$ cat config.mk
export PLATFORM = sky130hd
export DESIGN_NAME = srte_front_flat
export DESIGN_NICKNAME = d
export VERILOG_FILES = /design/src/rtl/core/srte_pkg.sv /design/src/rtl/core/srte_if.sv /design/src/rtl/core/srte_front.sv /design/src/flat_wrapper.sv
export SDC_FILE = /design/constraint.sdc
export NUM_CORES = 1
export LEC_CHECK = 0
export BUFFER_PORTS_ARGS = -buffer_cell sky130_fd_sc_hd__buf_2
export CORE_ASPECT_RATIO = 1.4
export CORE_MARGIN = 2
export CORE_UTILIZATION = 35
export CTS_BUF_LIST = sky130_fd_sc_hd__clkbuf_4 sky130_fd_sc_hd__clkbuf_8
export DETAILED_ROUTE_END_ITERATION = 8
export GPL_ROUTABILITY_DRIVEN = 0
export HOLD_SLACK_MARGIN = 0.02
export PLACE_DENSITY = 0.66
export SYNTH_ARGS = -nofsm -noshare
export SYNTH_HDL_FRONTEND = slang
export SYNTH_SLANG_ARGS = --single-unit
$ cat constraint.sdc
create_clock -name clk -period 2.6 [get_ports clk]
set_input_delay 0.65 -clock clk [delete_from_list [all_inputs] [get_ports clk]]
set_output_delay 0.65 -clock clk [all_outputs]
set_load 0.02 [all_outputs]
$ cat src/rtl/core/srte_pkg.sv
// Shared types and constants for the selective-repeat transfer engine.
// No dependencies.
`timescale 1ns / 1ps
package srte_pkg;

  localparam int MAX_PACKETS_DEF = 64;
  localparam int WINDOW_MAX_DEF  = 16;
  localparam int BYTES_PER_PKT   = 1024;
  localparam int MAX_RESULTS     = 16;
  localparam int QUEUE_DEPTH     = 2;

  typedef enum logic [2:0] {
    OP_START = 3'd0,
    OP_TICK  = 3'd1,
    OP_ACK   = 3'd2,
    OP_NAK   = 3'd3,
    OP_DATA  = 3'd4,
    OP_READ  = 3'd5
  } opcode_t;

  typedef enum logic [1:0] {
    EV_SEND     = 2'd0,
    EV_ACK      = 2'd1,
    EV_COMPLETE = 2'd2,
    EV_READ     = 2'd3
  } event_t;

  typedef enum logic [2:0] {
    CFG_TOTAL   = 3'd0,
    CFG_BYTES   = 3'd1,
    CFG_FILL    = 3'd2,
    CFG_WINDOW  = 3'd3,
    CFG_RETX    = 3'd4
  } cfg_idx_t;

  typedef enum logic [2:0] {
    ST_IDLE,
    ST_CLEAR,
    ST_SCAN,
    ST_NEWSEND,
    ST_ACKSLIDE,
    ST_EMIT1,
    ST_COMPLETE,
    ST_RDWAIT
  } state_t;

  // One classified command handed from front to back.
  typedef struct packed {
    opcode_t     op;
    logic [31:0] seq;
    logic [31:0] payload;
    logic        seq_small;   // seq fits the packet index range
  } cmd_t;

endpackage

$ cat src/rtl/core/srte_if.sv
// Valid/ready channel interfaces for the engine's input and result items.
// Depends on nothing.
`timescale 1ns / 1ps
interface srte_in_if;
  logic        valid;
  logic        ready;
  logic [2:0]  opcode;
  logic [31:0] seq_num;
  logic signed [31:0] payload_value;
  modport source (output valid, opcode, seq_num, payload_value, input ready);
  modport sink   (input valid, opcode, seq_num, payload_value, output ready);
endinterface


$ cat src/rtl/core/srte_front.sv
// Front end: accepts input items, classifies them and queues them for the back end.
// Depends on srte_pkg and srte_if.
`timescale 1ns / 1ps
module srte_front #(
  parameter int PKT_W = 6
) (
  input  logic          clk,
  input  logic          rst_n,
  srte_in_if.sink       in_ch,
  output srte_pkg::cmd_t q_data,
  output logic          q_valid,
  input  logic          q_pop
);
  import srte_pkg::*;

  cmd_t       mem_r [QUEUE_DEPTH];
  logic       wp_r, rp_r;
  logic [1:0] cnt_r;
  logic       push;
  cmd_t       c;

  assign in_ch.ready = (cnt_r != 2'(QUEUE_DEPTH));
  assign push        = in_ch.valid && in_ch.ready;
  assign q_valid     = (cnt_r != 2'd0);
  assign q_data      = mem_r[rp_r];

  always_comb begin
    c.op        = opcode_t'(in_ch.opcode);
    c.seq       = in_ch.seq_num;
    c.payload   = in_ch.payload_value;
    c.seq_small = (in_ch.seq_num >> PKT_W) == 32'd0;
  end

  always_ff @(posedge clk) begin
    if (push) begin
      mem_r[wp_r] <= c;
    end
    if (!rst_n) begin
      wp_r  <= 1'b0;
      rp_r  <= 1'b0;
      cnt_r <= 2'd0;
    end else begin
      if (push)  wp_r <= ~wp_r;
      if (q_pop) rp_r <= ~rp_r;
      cnt_r <= cnt_r + 2'(push) - 2'(q_pop);
    end
  end

  a_no_pop_empty: assert property (@(posedge clk) disable iff (!rst_n) q_pop |-> q_valid)
    else $error("pop from empty queue");
  a_cnt_bound: assert property (@(posedge clk) disable iff (!rst_n) cnt_r <= 2'(QUEUE_DEPTH))
    else $error("queue overflow");
  a_full_blocks: assert property (@(posedge clk) disable iff (!rst_n)
    (cnt_r == 2'(QUEUE_DEPTH)) |-> !in_ch.ready) else $error("ready while full");
endmodule

$ cat src/flat_wrapper.sv
// flat-port wrapper written by rule: the top's interface ports become plain ports
module srte_front_flat import srte_pkg::*;
#(
  parameter int PKT_W = 6
)
  (clk, rst_n, q_data, q_valid, q_pop, in_ch_valid, in_ch_opcode, in_ch_seq_num, in_ch_payload_value, in_ch_ready);
  srte_in_if in_ch_i ();
  input  logic clk;
  input  logic rst_n;
  output srte_pkg::cmd_t q_data;
  output logic q_valid;
  input  logic q_pop;
  input wire logic [$bits(in_ch_i.valid)-1:0] in_ch_valid;
  input wire logic [$bits(in_ch_i.opcode)-1:0] in_ch_opcode;
  input wire logic [$bits(in_ch_i.seq_num)-1:0] in_ch_seq_num;
  input wire logic [$bits(in_ch_i.payload_value)-1:0] in_ch_payload_value;
  output wire logic [$bits(in_ch_i.ready)-1:0] in_ch_ready;
  assign in_ch_i.valid = in_ch_valid;
  assign in_ch_i.opcode = in_ch_opcode;
  assign in_ch_i.seq_num = in_ch_seq_num;
  assign in_ch_i.payload_value = in_ch_payload_value;
  assign in_ch_ready = in_ch_i.ready;
  srte_front #(.PKT_W(PKT_W)) u_core (.clk(clk), .rst_n(rst_n), .in_ch(in_ch_i), .q_data(q_data), .q_valid(q_valid), .q_pop(q_pop));
endmodule
==> reports/qor.csv <==
metric,value,unit
LEAKAGE,0.00249,µW
Peak VDD IR,484,µV
initial drt markers,79,
drt total wl,9450,µm
internal power,4210,µW
pin count of the biggest net entering global routing,69,
Initial Utilization,35.4,%
Post-Route Setup TNS,0,ns
clk sinks,141,
number of global-route vias before repair,3036,
Die Wd,108,µm
Avg WL per Cell,15.6,µm
number of synthesis warnings,0,
post-route ant nets,0,
die height,149,µm
HPWL Detailed,6340,µm
Worst R2R End,u_core.mem_r[1][44]$_DFFE_PP_,
most frequent cells in the layout,"140 x buf_2, 136 x edfxtp_1, 48 x mux2_2",
Yosys reg bits,141,
endpoints failing hold,0,
Worst-path clk slew,0.07,ns
layout cells sized above 1,59.2,%
crit path capture,q_data[40],
Multi-input gate area,1020,µm²
Port Buffers,140,
final setup vio count,0,
gr usage total,12.0,%
pwr/cell area,871,nW/µm²
clock share of power,28.1,%
DR vias/cell,4.54,
CP max FO,38,
Die Area,16100,µm²
global-route wire length before repair,14300,µm
DRC,0,
"most common cell after layout, fill and taps aside",buf_2,
CTS tree,yes,
flop2flop setup slack,1.12,ns
fillers,1330,
kind of critical path,reg2out,
Worst Hold Path Cells,1,
htree depth,4,
CTS Buf Count,17,
"area leader, netlist",edfxtp_1,
synth top area cells,"edfxtp_1 77%, mux2_2 10%, mux2_4 5.7%",
Hold Crit Class,in2reg,
Final Max Slew Viols,0,
relative slew slack,74.2,%
worst-case reg-to-reg path depth,3,
net switching fraction of the power,27.1,%
Syn Inst Count,247,
Gate power share,20.8,%
initial antenna violation count,0,
synthesized area per cell,21.4,µm²
Post-CTS Hold Buffers,0,
Hold WS,0.418,ns
CP Launch Type,flop,
Tmin final,2.23,ns
DR pass1 iterations,4,
Syn Nets,320,
max-cap violations,0,
Final #Nets,476,
post-synth cell types,22,
post_cts resized,0,
Worst Path Arrival,1.58,ns
Worst-Margin Slew,0.386,ns
"Setup Fix Bufs, Post-CTS",0,
Final Cycle Share,85.9,%
Synth-to-Final Area Change,25.4,%
sw power,1570,µW
clock root buffer,clkbuf_8,
synthesized area,5290,µm²
register share of total power,51.1,%
Seq. cell area,4190,µm²
RSZ-0062 raised after global routing,false,
"Seq/Total Area, Yosys",79.2,%
antenna diode count,0,
I/O pins,141,
Via Count,2751,
RR Startpoint,u_core.cnt_r[0]$_SDFF_PN0_,
"Clk Latency, worst-skew pair",0.42,ns
grt total ovfl,0,
row count,53,
core area,14900,µm²
Critical Path Sink Type,primary output,
clock skew,0.00579,ns
fmax,447,MHz
"Data required, critical path",1.95,ns
share of the synthesized area in the top cell type,77.3,%
Max clock buf depth,2,
status,finished clean,
==> cell families after synthesis <==
logic type      Yosys count  synth area share, %
flops                   141                 79.2
mux                      68                 15.9
simple gates             19                 2.01
buf+inv                  12                 1.66
xor+xnor                  3                0.497
compound gates            2                0.284
fa+ha+maj                 2                0.473
==> critical path, stage by stage, from the launching register on <==
cell and delay (ns):
dfxtp_4 0.37, buf_12 0.25, mux2_2 0.37, buf_2 0.16
==> stage by stage <==
step	cells	utilization [%]	instance area [µm²]	total power, µW	setup WS [ns]
5_1_grt	606	44.4	6630	6060	0.281
4_1_cts	606	44.4	6630	5870	0.312
3_3_place_gp	576	42.0	6260	4190	0.813
2_1_floorplan	247	-	5290	3790	0.103
3_5_place_dp	576	42.0	6260	4230	0.789
6_report	606	44.4	6630	5780	0.365
==> worst min-delay path by stage <==
stage	start	endpoint	slack (ns)
6_report	in_ch_payload_value[20]	u_core.mem_r[0][21]$_DFFE_PP_	0.42
5_1_grt	in_ch_payload_value[20]	u_core.mem_r[0][21]$_DFFE_PP_	0.37
4_1_cts	in_ch_payload_value[20]	u_core.mem_r[0][21]$_DFFE_PP_	0.38
3_5_place_dp	u_core.rp_r$_SDFFE_PN0P_	u_core.rp_r$_SDFFE_PN0P_	0.50
3_3_place_gp	u_core.rp_r$_SDFFE_PN0P_	u_core.rp_r$_SDFFE_PN0P_	0.50
2_1_floorplan	u_core.rp_r$_SDFFE_PN0P_	flop	0.48
==> synth_stat cells (all sizes together) <==
library cell	count
edfxtp	136
nand2b	1
xnor2	2
buf	8
mux2	68
nor2	5
xor2	1
a21oi	1
nand4	1
or2	1
ha	2
nand3	1
and2	2
nand3b	1
a21bo	1
inv	4
and3	1
nor4	6
dfxtp	5
==> per-layer routing <==
layer,vias to the layer above,GRT usage (%),share of wire [%]
met5,-,0,0
met4,0,6.54,2.1
met3,14,4.02,4.8
met2,94,21.5,54
met1,1352,12.1,39
li1,1291,-,-
==> power groups by stage <==
stage / Sequential [µW] / Clock (µW) / Combinational, µW
final: 2950 / 1620 / 1200
after global routing: 2980 / 1790 / 1290
after CTS: 2950 / 1690 / 1230
after detailed placement: 3010 / 0 / 1220
after global placement: 2990 / 0 / 1200
after floorplan: 2980 / 0 / 803
==> state kept, by name, summed over array words and instances, names as in the netlist, named ones only <==
register and cells:
u_core.rp_r 1, u_core.wp_r 1, u_core.mem_r 136, u_core.cnt_r 2
==> area by class of cell <==
type                       instances  share of cell area, %
sequential                       141                   63.2
multi-input combinational         94                   15.4
timing repair buffer             145                   12.1
clock buffer                      18                   3.64
tap                              192                   3.62
clock inverter                    12                   1.89
inverter                           4                  0.227
Note: power is estimated with default switching activity, not from simulation.
